<file path="config.mk">
export PLATFORM = sky130hd
export DESIGN_NAME = transport_frame_reassembler_core
export DESIGN_NICKNAME = d
export VERILOG_FILES = /design/src/sv/tfr_pkg.sv /design/src/sv/tfr_decode.sv /design/src/sv/transport_frame_reassembler_core.sv
export SDC_FILE = /design/constraint.sdc
export NUM_CORES = 1
export LEC_CHECK = 0
export BUFFER_PORTS_ARGS = -buffer_cell sky130_fd_sc_hd__buf_2
export CAP_MARGIN = 20
export CORE_MARGIN = 4
export CORE_UTILIZATION = 55
export CTS_CLUSTER_SIZE = 8
export DETAILED_ROUTE_END_ITERATION = 16
export PLACE_DENSITY = 0.76
export SETUP_SLACK_MARGIN = 0.3
export SKIP_CTS_REPAIR_TIMING = 1
export SYNTH_ARGS = -nofsm -noshare
export SYNTH_HDL_FRONTEND = slang
export SYNTH_HIERARCHICAL = 1
export SYNTH_SLANG_ARGS = --single-unit
</file>
<file path="constraint.sdc">
create_clock -name aclk -period 8.4 [get_ports aclk]
set_clock_uncertainty 0.1 [all_clocks]
set_input_delay 1.68 -clock aclk [delete_from_list [all_inputs] [get_ports aclk]]
set_output_delay 1.68 -clock aclk [all_outputs]
set_load 0.02 [all_outputs]
</file>
<file path="src/sv/tfr_pkg.sv">
// ----------------------------------------------------------------------------
// tfr_pkg
// Shared types and constants for the transport frame reassembler.
// ----------------------------------------------------------------------------
package tfr_pkg;

    localparam int LEN_W    = 12;
    localparam int ID_W     = 11;
    localparam int SEQ_W    = 4;
    localparam int CNT_W    = 4;
    localparam int NWR_W    = 3;
    localparam int NRES_W   = 4;

    localparam logic [LEN_W-1:0] MAX_SIZE_RESET = 12'd256;
    localparam logic [ID_W-1:0]  REPLY_ID_RESET = 11'h125;

    localparam logic [CNT_W-1:0] FRAME_BYTES   = 4'd8;
    localparam logic [7:0]       FC_FIRST_BYTE = 8'h30;

    // frame type codes (high nibble of data0)
    localparam logic [3:0] PCI_SINGLE      = 4'h0;
    localparam logic [3:0] PCI_FIRST       = 4'h1;
    localparam logic [3:0] PCI_CONSECUTIVE = 4'h2;

    // result kinds
    localparam logic [1:0] KIND_WRITE = 2'd0;
    localparam logic [1:0] KIND_FLOW  = 2'd1;
    localparam logic [1:0] KIND_DONE  = 2'd2;

    // configuration register indexes
    localparam logic REG_MAX_SIZE = 1'b0;
    localparam logic REG_REPLY_ID = 1'b1;

    typedef enum logic [1:0] {
        TAIL_NONE,
        TAIL_FLOW,
        TAIL_DONE
    } tail_t;

    typedef struct packed {
        logic             waiting;
        logic [LEN_W-1:0] msg_len;
        logic [LEN_W-1:0] bytes_so_far;
        logic [SEQ_W-1:0] exp_seq;
    } rx_state_t;

    typedef struct packed {
        logic [7:0][7:0]  data;
        logic [NWR_W-1:0] n_writes;
        logic [LEN_W-1:0] base;
        tail_t            tail;
        logic [LEN_W-1:0] total;
        logic [ID_W-1:0]  fid;
    } job_t;

endpackage

</file>
<file path="src/sv/tfr_decode.sv">
// ----------------------------------------------------------------------------
// tfr_decode
// Classifies one received frame against the reassembly state and produces
// the result job for the frame together with the next reassembly state.
// ----------------------------------------------------------------------------
module tfr_decode (
    input  logic [tfr_pkg::CNT_W-1:0] byte_count,
    input  logic [7:0][7:0]           data,
    input  tfr_pkg::rx_state_t        state,
    input  logic [tfr_pkg::LEN_W-1:0] max_size,
    input  logic [tfr_pkg::ID_W-1:0]  reply_id,
    output tfr_pkg::job_t             job,
    output logic                      job_valid,
    output tfr_pkg::rx_state_t        state_next
);

    logic [tfr_pkg::CNT_W-1:0] cnt;
    logic [3:0]                pci;
    logic [3:0]                low;
    logic [tfr_pkg::LEN_W-1:0] ff_total;
    logic [tfr_pkg::CNT_W-1:0] cf_copy_raw;
    logic [tfr_pkg::LEN_W-1:0] remain;
    logic [tfr_pkg::NWR_W-1:0] cf_copy;
    logic [tfr_pkg::LEN_W-1:0] bsf_next;
    logic [7:0][7:0]           data_from1;
    logic [7:0][7:0]           data_from2;

    assign cnt         = (byte_count > tfr_pkg::FRAME_BYTES) ? tfr_pkg::FRAME_BYTES : byte_count;
    assign pci         = data[0][7:4];
    assign low         = data[0][3:0];
    assign ff_total    = {low, data[1]};
    assign cf_copy_raw = (cnt != '0) ? cnt - 4'd1 : '0;
    assign remain      = (state.msg_len > state.bytes_so_far)
                         ? state.msg_len - state.bytes_so_far : '0;
    assign cf_copy     = ({8'd0, cf_copy_raw} > remain) ? remain[tfr_pkg::NWR_W-1:0]
                                                        : cf_copy_raw[tfr_pkg::NWR_W-1:0];
    assign bsf_next    = state.bytes_so_far + {9'd0, cf_copy};
    assign data_from1  = {8'h00, data[7:1]};
    assign data_from2  = {16'h0000, data[7:2]};

    always_comb begin
        state_next = state;
        job_valid  = 1'b0;
        job.data     = data_from1;
        job.n_writes = '0;
        job.base     = '0;
        job.tail     = tfr_pkg::TAIL_NONE;
        job.total    = '0;
        job.fid      = reply_id;

        if (!state.waiting) begin
            if (pci == tfr_pkg::PCI_SINGLE) begin
                if (low != 4'd0 && low < 4'd8) begin
                    job_valid          = 1'b1;
                    job.n_writes       = low[tfr_pkg::NWR_W-1:0];
                    job.tail           = tfr_pkg::TAIL_DONE;
                    job.total          = {8'd0, low};
                    state_next.msg_len = {8'd0, low};
                end
            end else if (pci == tfr_pkg::PCI_FIRST) begin
                if (cnt == tfr_pkg::FRAME_BYTES && ff_total >= 12'd8
                        && ff_total <= max_size) begin
                    job_valid               = 1'b1;
                    job.data                = data_from2;
                    job.n_writes            = 3'd6;
                    job.tail                = tfr_pkg::TAIL_FLOW;
                    state_next.msg_len      = ff_total;
                    state_next.bytes_so_far = 12'd6;
                    state_next.exp_seq      = 4'd1;
                    state_next.waiting      = 1'b1;
                end
            end
        end else begin
            if (pci == tfr_pkg::PCI_CONSECUTIVE && low == state.exp_seq) begin
                job.n_writes            = cf_copy;
                job.base                = state.bytes_so_far;
                state_next.bytes_so_far = bsf_next;
                state_next.exp_seq      = state.exp_seq + 4'd1;
                job_valid               = (cf_copy != '0);
                if (bsf_next >= state.msg_len) begin
                    job.tail           = tfr_pkg::TAIL_DONE;
                    job.total          = state.msg_len;
                    job_valid          = 1'b1;
                    state_next.waiting = 1'b0;
                end
            end else begin
                state_next.waiting = 1'b0;
            end
        end
    end

endmodule

</file>
<file path="src/sv/transport_frame_reassembler_core.sv">
// ----------------------------------------------------------------------------
// transport_frame_reassembler_core
// Receive-side reassembler for segmented transport messages over CAN frames.
// ----------------------------------------------------------------------------
// One frame enters per input transaction and is decoded in that cycle; its
// results (payload byte writes, flow control request, completion), one to
// eight per frame, then leave one per cycle through an output register while
// the output is not stalled. The next frame is taken in the same cycle as the
// final result of the previous one moves to the output register, so frames
// follow each other without a gap.
module transport_frame_reassembler_core (
    input  logic        aclk,
    input  logic        aresetn,

    input  logic        cfg_wr_en,
    input  logic        cfg_wr_index,
    input  logic [11:0] cfg_wr_data,

    input  logic        s_tvalid,
    output logic        s_tready,
    // byte_count[3:0], data0[11:4], data1 .. data7 in following bytes up to [67:60]
    input  logic [71:0] s_tdata,

    output logic        m_tvalid,
    input  logic        m_tready,
    // offset[11:0], value[19:12], total_length[31:20], frame_id[42:32]
    output logic [47:0] m_tdata,
    // kind[1:0]
    output logic [1:0]  m_tuser,
    output logic        m_tlast
);

    logic [tfr_pkg::LEN_W-1:0]  max_size_reg;
    logic [tfr_pkg::ID_W-1:0]   reply_id_reg;
    tfr_pkg::rx_state_t         state_reg;
    tfr_pkg::rx_state_t         state_next;

    tfr_pkg::job_t              job_reg;
    tfr_pkg::job_t              job_new;
    logic                       job_new_valid;
    logic                       job_valid_reg;
    logic [tfr_pkg::NWR_W-1:0]  idx_reg;

    logic                       m_valid_reg;
    logic [1:0]                 m_kind_reg;
    logic [tfr_pkg::LEN_W-1:0]  m_offset_reg;
    logic [7:0]                 m_value_reg;
    logic [tfr_pkg::LEN_W-1:0]  m_total_reg;
    logic [tfr_pkg::ID_W-1:0]   m_fid_reg;
    logic                       m_last_reg;

    logic [7:0][7:0]            in_data;
    logic                       s_accept;
    logic                       out_free;
    logic                       emit;
    logic [tfr_pkg::NRES_W-1:0] n_res;
    logic                       cur_last;
    logic                       cur_is_write;
    logic [1:0]                 cur_kind;
    logic [tfr_pkg::LEN_W-1:0]  cur_offset;
    logic [7:0]                 cur_value;
    logic [tfr_pkg::LEN_W-1:0]  cur_total;
    logic [tfr_pkg::ID_W-1:0]   cur_fid;

    assign in_data = s_tdata[67:4];

    tfr_decode u_decode (
        .byte_count (s_tdata[3:0]),
        .data       (in_data),
        .state      (state_reg),
        .max_size   (max_size_reg),
        .reply_id   (reply_id_reg),
        .job        (job_new),
        .job_valid  (job_new_valid),
        .state_next (state_next)
    );

    assign n_res = {1'b0, job_reg.n_writes}
                 + ((job_reg.tail != tfr_pkg::TAIL_NONE) ? 4'd1 : 4'd0);
    assign cur_last     = ({1'b0, idx_reg} + 4'd1) == n_res;
    assign cur_is_write = idx_reg < job_reg.n_writes;
    assign out_free     = !m_valid_reg || m_tready;
    assign emit         = job_valid_reg && out_free;
    assign s_tready     = !job_valid_reg || (emit && cur_last);
    assign s_accept     = s_tvalid && s_tready;

    always_comb begin
        cur_kind   = tfr_pkg::KIND_WRITE;
        cur_offset = '0;
        cur_value  = '0;
        cur_total  = '0;
        cur_fid    = '0;
        if (cur_is_write) begin
            cur_offset = job_reg.base + {9'd0, idx_reg};
            cur_value  = job_reg.data[idx_reg];
        end else begin
            unique case (job_reg.tail)
                tfr_pkg::TAIL_FLOW: begin
                    cur_kind  = tfr_pkg::KIND_FLOW;
                    cur_value = tfr_pkg::FC_FIRST_BYTE;
                    cur_fid   = job_reg.fid;
                end
                tfr_pkg::TAIL_DONE: begin
                    cur_kind  = tfr_pkg::KIND_DONE;
                    cur_total = job_reg.total;
                end
                default: begin
                    cur_kind = tfr_pkg::KIND_WRITE;
                end
            endcase
        end
    end

    always_ff @(posedge aclk) begin
        if (!aresetn) begin
            max_size_reg <= tfr_pkg::MAX_SIZE_RESET;
            reply_id_reg <= tfr_pkg::REPLY_ID_RESET;
        end else if (cfg_wr_en) begin
            unique case (cfg_wr_index)
                tfr_pkg::REG_MAX_SIZE: max_size_reg <= cfg_wr_data;
                tfr_pkg::REG_REPLY_ID: reply_id_reg <= cfg_wr_data[tfr_pkg::ID_W-1:0];
                default: ;
            endcase
        end
    end

    always_ff @(posedge aclk) begin
        if (!aresetn) begin
            state_reg     <= '0;
            job_valid_reg <= 1'b0;
            idx_reg       <= '0;
        end else begin
            if (s_accept) begin
                state_reg <= state_next;
            end
            if (s_accept) begin
                job_valid_reg <= job_new_valid;
                idx_reg       <= '0;
            end else if (emit) begin
                if (cur_last) begin
                    job_valid_reg <= 1'b0;
                end else begin
                    idx_reg <= idx_reg + 3'd1;
                end
            end
        end
    end

    always_ff @(posedge aclk) begin
        if (s_accept) begin
            job_reg <= job_new;
        end
    end

    always_ff @(posedge aclk) begin
        if (!aresetn) begin
            m_valid_reg <= 1'b0;
        end else if (out_free) begin
            m_valid_reg <= emit;
        end
    end

    always_ff @(posedge aclk) begin
        if (emit) begin
            m_kind_reg   <= cur_kind;
            m_offset_reg <= cur_offset;
            m_value_reg  <= cur_value;
            m_total_reg  <= cur_total;
            m_fid_reg    <= cur_fid;
            m_last_reg   <= cur_last;
        end
    end

    assign m_tvalid = m_valid_reg;
    assign m_tdata  = {5'd0, m_fid_reg, m_total_reg, m_value_reg, m_offset_reg};
    assign m_tuser  = m_kind_reg;
    assign m_tlast  = m_last_reg;

endmodule

</file>
==> impl_metrics.yaml, run 1 <==
synthesis:
  yosys-top-cells-count: "296 x nand2_1, 150 x edfxtp_1, 59 x inv_1"
  synth_compound_area_frac: 0.107
  yosysSeqAreaShare: 0.486
  yosys-top-cells-area: "edfxtp_1 39%, dfxtp_1 9.8%, nand2_1 9.6%"
  synth_top_area_cell: "edfxtp_1"
  synthAdderAreaFrac: 0.0633
  ys_warn_count: 6
  synth_top_area_share: 0.388
  netlist-cell-type-count: 80
  synth.area.mux_share: 0.0655
  ys_ff_latch: 207
  yosys.cell_count.top_type: "nand2_1"
  synth_xor_area_frac: 0.0233
  yosys_most_used_dff: "edfxtp_1"
  synthCells: 1171
  yosys.area_share.simple: 0.197
  synth_top_family_by_area: "simple AND/OR/NAND/NOR gates"
  async_flop_share: 0
  netlist_area_mm2: 0.0116
  syn_area_per_cell_um2: 9.92
  synth_enable_flop_cells: 150
grt:
  grt_pass1_vias: 8344
  overflow: 0
  grt_pass1_wl_um: 42900
  grt_max_degree: 65
  grtUsageTotal: 0.222
  antenna_found_initial: 2
cts:
  clockBufferDepth: 3
  clk-insertion-delay-late_ps: 540
  cts_buffers: 29
  cts_tree: "yes"
  clkSlewWorstSetupHoldPaths_ps: 50
  cts_max_level: 1
  cts.sinks: 207
  root_buffer: "clkbuf_16"
power_and_ir_drop:
  power_frac_seq: 0.473
  leakage_nw: 5.10
  clkPwrFrac: 0.423
  ir_drop_v: 0.000133
  pwr-share-comb: 0.104
  swShare: 0.238
  switchingPower_mw: 0.591
  internal_power_mw: 1.90
  power_density_mw_per_mm2: 189
  p_total_mw: 2.49
routing:
  drc: 0
  drt_iter0_drc: 726
  finalWirelength_um: 27000
  vias_per_cell: 5.66
  vias: 8864
  routedWlPerCell_um: 17.2
  drt_first_pass_iters: 5
  ant_nets: 0
worst_setup_path:
  cp-start-kind: "flop"
  cp.required_ps: 8680
  worstSetupPathType: "flop to flop"
  slowest_delay_ps: 530
  worst_path_max_delay_cell: "o21ai_0"
  rr_worst_depth: 35
  crit_fanout: 7
  end_kind: "flop"
  crit_arrival_ps: 7870
sta:
  setup_ws_ps: 807
  tightest_slew_ps: 1040
  timing.fmax_mhz: 132
  setup-violations-final: 0
  max_slew_margin: 0.307
  rsz0062_at_grt: "no"
  setup-tns-final_ps: 0
  fin_crit_sh: 0.904
  holdWs_ps: 328
  finalCriticalPeriod_ps: 7590
  hold_viol: 0
  final-max-slew-violation-count: 0
layout:
  fin_area_mm2: 0.0132
  area_growth_pct: 13.2
  drive_gt1_frac: 0.166
  largest_reg_flops: 104
  nets: 1423
  stdcell_count: 1566
  final_util: 0.642
placement:
  io_buffers: 133
  post-place-ws_ps: 759
  dp_hpwl_um: 19000
  placed_area_mm2: 0.0123
  dp.cells: 1515
  gp_congestion: 0.946
hold_path:
  hold_depth: 0
  hp-class: "flop to flop"
floorplanning:
  io_pins: 143
  core-area_mm2: 0.0205
  dieArea_mm2: 0.0235
  rows: 52
  die_w_um: 153
  die_h_um: 153
  initial_core_util: 0.567
job:
  max_cap_violations: 0
status:
  status: "finished, final reports clean"
-- cell usage in the layout (no fill, tap or decap), drive strengths merged, types with 4 or more instances in the layout --
cell,instances
and2,13
mux2i,40
nand4,11
xnor2,15
or4,4
o211ai,20
nand2,296
ha,54
o22a,4
nor3b,24
nor4,7
a21o,11
mux4,16
a21oi,51
nor2,52
o21ai,28
a211oi,4
conb,13
xor2,12
nor3,24
clkbuf,49
or2,4
o31ai,10
inv,61
o311ai,11
nand2b,19
edfxtp,150
nor2b,12
a31oi,8
buf,144
dfxtp,57
nand3,20
or3,7
-- area by class of cell --
cell class,count,area [µm²]
antenna,1,2.50
clock buffer,49,801
clock inverter,1,20.0
fill,1641,7340
inverter,60,225
multi-input combinational,834,5370
sequential,207,5650
tap,270,338
timing repair buffer,144,748
-- worst paths after layout --
kind / from / endpoint / slack, ps
worst max register to register: state_reg[16] / job_valid_reg / 810
worst min register to register: reply_id_reg[4] / job_reg[4] / 330
worst max-delay path: state_reg[16] / job_valid_reg / 810
worst min-delay path: reply_id_reg[4] / job_reg[4] / 330
-- kinds of logic after synthesis --
family | count (synthesis)
AND/OR/NAND/NOR | 502
multiplexers | 56
other | 2
AO/OA/AOI/OAI | 179
buffers and inverters | 141
adder cells (fa/ha/maj) | 57
flip-flops | 207
XOR/XNOR | 27
-- routing by layer --
layer | up-vias | share of wire | global-route usage
li1 | 4343 | - | -
met1 | 4117 | 0.44 | 0.316
met2 | 342 | 0.45 | 0.349
met3 | 60 | 0.081 | 0.0385
met4 | 2 | 0.025 | 0.0681
met5 | - | 0.00048 | 0
-- worst max-delay path, delay by kind of cell (launching register included) --
family          cells  cell delay (ps)
flops               1              420
simple gates        9             1080
fa+ha+maj           6             1700
buf+inv             3              290
compound gates     16             3630
xor+xnor            1              180
-- power by group through the flow --
stage	logic, mW	clock network [mW]	registers (mW)
finish	0.259	1.05	1.18
global route	0.287	1.12	1.18
CTS	0.257	1.07	1.18
detailed placement	0.254	0	1.19
global placement	0.249	0	1.19
floorplan	0.182	0	1.19
Power figures use the tool's default switching activity.
==> run 2: changes to the inputs <==
--- a/config.mk
+++ b/config.mk
@@ -7,6 +7,7 @@
 export LEC_CHECK = 0
 export BUFFER_PORTS_ARGS = -buffer_cell sky130_fd_sc_hd__buf_2
 export CAP_MARGIN = 20
+export CORE_ASPECT_RATIO = 1.5
 export CORE_MARGIN = 4
 export CORE_UTILIZATION = 55
 export CTS_CLUSTER_SIZE = 8
==> run 2 against run 1 <==
Compared with the run above: total power shrank 0.33%; critical path depth shrank 1; fmax grew 1.1%; first-iteration DRC count shrank 12%; combinational power is essentially flat; sequential share of layout area shrank 0.053 points; sequential cell count is the same; via count grew 2.7%; final cell count shrank 0.19%; hold slack is essentially flat; setup slack gained 82 ps; largest power group unchanged.
==> impl_metrics.yaml, run 2 (synthesized netlist as in run 1, its figures left out) <==
status:
  status: "finished, final reports clean"
routing:
  routedWlPerCell_um: 18.1
  vias: 9103
  drc: 0
  finalWirelength_um: 28300
  ant_nets: 0
  vias_per_cell: 5.82
  drt_iter0_drc: 638
  drt_first_pass_iters: 5
power_and_ir_drop:
  power_density_mw_per_mm2: 188
  leakage_nw: 5.11
  p_total_mw: 2.48
  ir_drop_v: 0.000150
layout:
  area_growth_pct: 13.3
  final_common_cell: "nand2_1"
  n_fill_cell: 1637
  diodes: 0
  largest_reg_flops: 104
  nets: 1425
  layout_common_cells: "295 x nand2_1, 150 x edfxtp_1, 133 x buf_2, 58 x inv_1, 57 x dfxtp_1"
  drive_gt1_frac: 0.166
  fin_area_mm2: 0.0132
grt:
  grt_pass1_wl_um: 44300
  use_met2: 0.427
  top_usage_layer: "met2"
  antenna_found_initial: 0
  grtUsageTotal: 0.233
  grt_pass1_vias: 8723
  grt_max_degree: 70
  gr-usage-met1: 0.272
  grt_util_met3: 0.0330
  overflow: 0
sta:
  rsz0062_at_grt: "no"
  max_slew_margin: 0.222
  finalCriticalPeriod_ps: 7510
  fin_crit_sh: 0.894
  setup-violations-final: 0
  hold_viol: 0
  tightest_slew_ps: 1160
  timing.fmax_mhz: 133
  final-max-slew-violation-count: 0
  setup-tns-final_ps: 0
placement:
  placed_area_mm2: 0.0123
  gp_congestion: 0.898
  io_buffers: 133
  dp_hpwl_um: 20000
worst_setup_path:
  worstSetupPathType: "flop to flop"
  crit_family: "compound AO/OA/AOI/OAI gates"
  path_common_cell: "ha_1"
  end_kind: "flop"
  cp.required_ps: 8660
  slowest_delay_ps: 480
  cp-start-kind: "flop"
  crit_fanout: 7
  worst_path_max_delay_cell: "nor3_1"
  crit_arrival_ps: 7770
  crit_buf_inv: 3
floorplanning:
  io_pins: 143
  initial_core_util: 0.565
  rows: 64
  dieArea_mm2: 0.0236
  core-area_mm2: 0.0206
  die_w_um: 127
  die_h_um: 186
cts:
  clkSlewWorstSetupHoldPaths_ps: 50
  clockBufferDepth: 3
  clk-insertion-delay-late_ps: 510
  cts_max_level: 1
  cts.sinks: 207
  root_buffer: "clkbuf_16"
  cts_buffers: 29
  cts_tree: "yes"
job:
  max_cap_violations: 0
hold_path:
  hp-class: "flop to flop"
-- run 2: layout make-up --
cell class	instances	area, µm²	share of cell area
inverters	60	225	0.0171
multi-input cells	834	5370	0.408
clock buffers	52	812	0.0617
flip-flops and latches	207	5650	0.429
well taps	264	330	0.0251
repair buffers	146	788	0.0599
-- run 2: power by group --
| part | leakage, nW | total [mW] | switching (mW) | internal [mW] |
|---|---|---|---|---|
| Clock | 0.385 | 1.04 | 0.401 | 0.640 |
| Sequential | 1.90 | 1.18 | 0.0182 | 1.16 |
| Combinational | 2.82 | 0.261 | 0.164 | 0.0974 |
-- run 2: per-layer routing --
metal / up-vias / part of all wire
li1: 4338 / -
met1: 4349 / 0.39
met2: 343 / 0.51
met3: 73 / 0.064
met4: 0 / 0.036
met5: - / 0
-- run 2: per-stage QoR --
| step | utilization | std cells | worst slack [ps] | hold slack [ps] |
|---|---|---|---|---|
| 2_1_floorplan | - | 1182 | 1740 | 336 |
| 3_3_place_gp | 0.598 | 1509 | 885 | 313 |
| 3_5_place_dp | 0.598 | 1509 | 698 | 317 |
| 4_1_cts | 0.638 | 1561 | 885 | 329 |
| 5_1_grt | 0.640 | 1563 | 364 | 338 |
| 6_report | 0.640 | 1563 | 889 | 328 |
-- run 2: worst paths after layout --
| check | cells past startpoint | slack (ps) | from | endpoint |
|---|---|---|---|---|
| worst max-delay path | 34 | 890 | state_reg[16] | job_valid_reg |
| worst min-delay path | 0 | 330 | reply_id_reg[0] | job_reg[0] |
| worst max register to register | 34 | 890 | state_reg[16] | job_valid_reg |
| worst min register to register | 0 | 330 | reply_id_reg[0] | job_reg[0] |
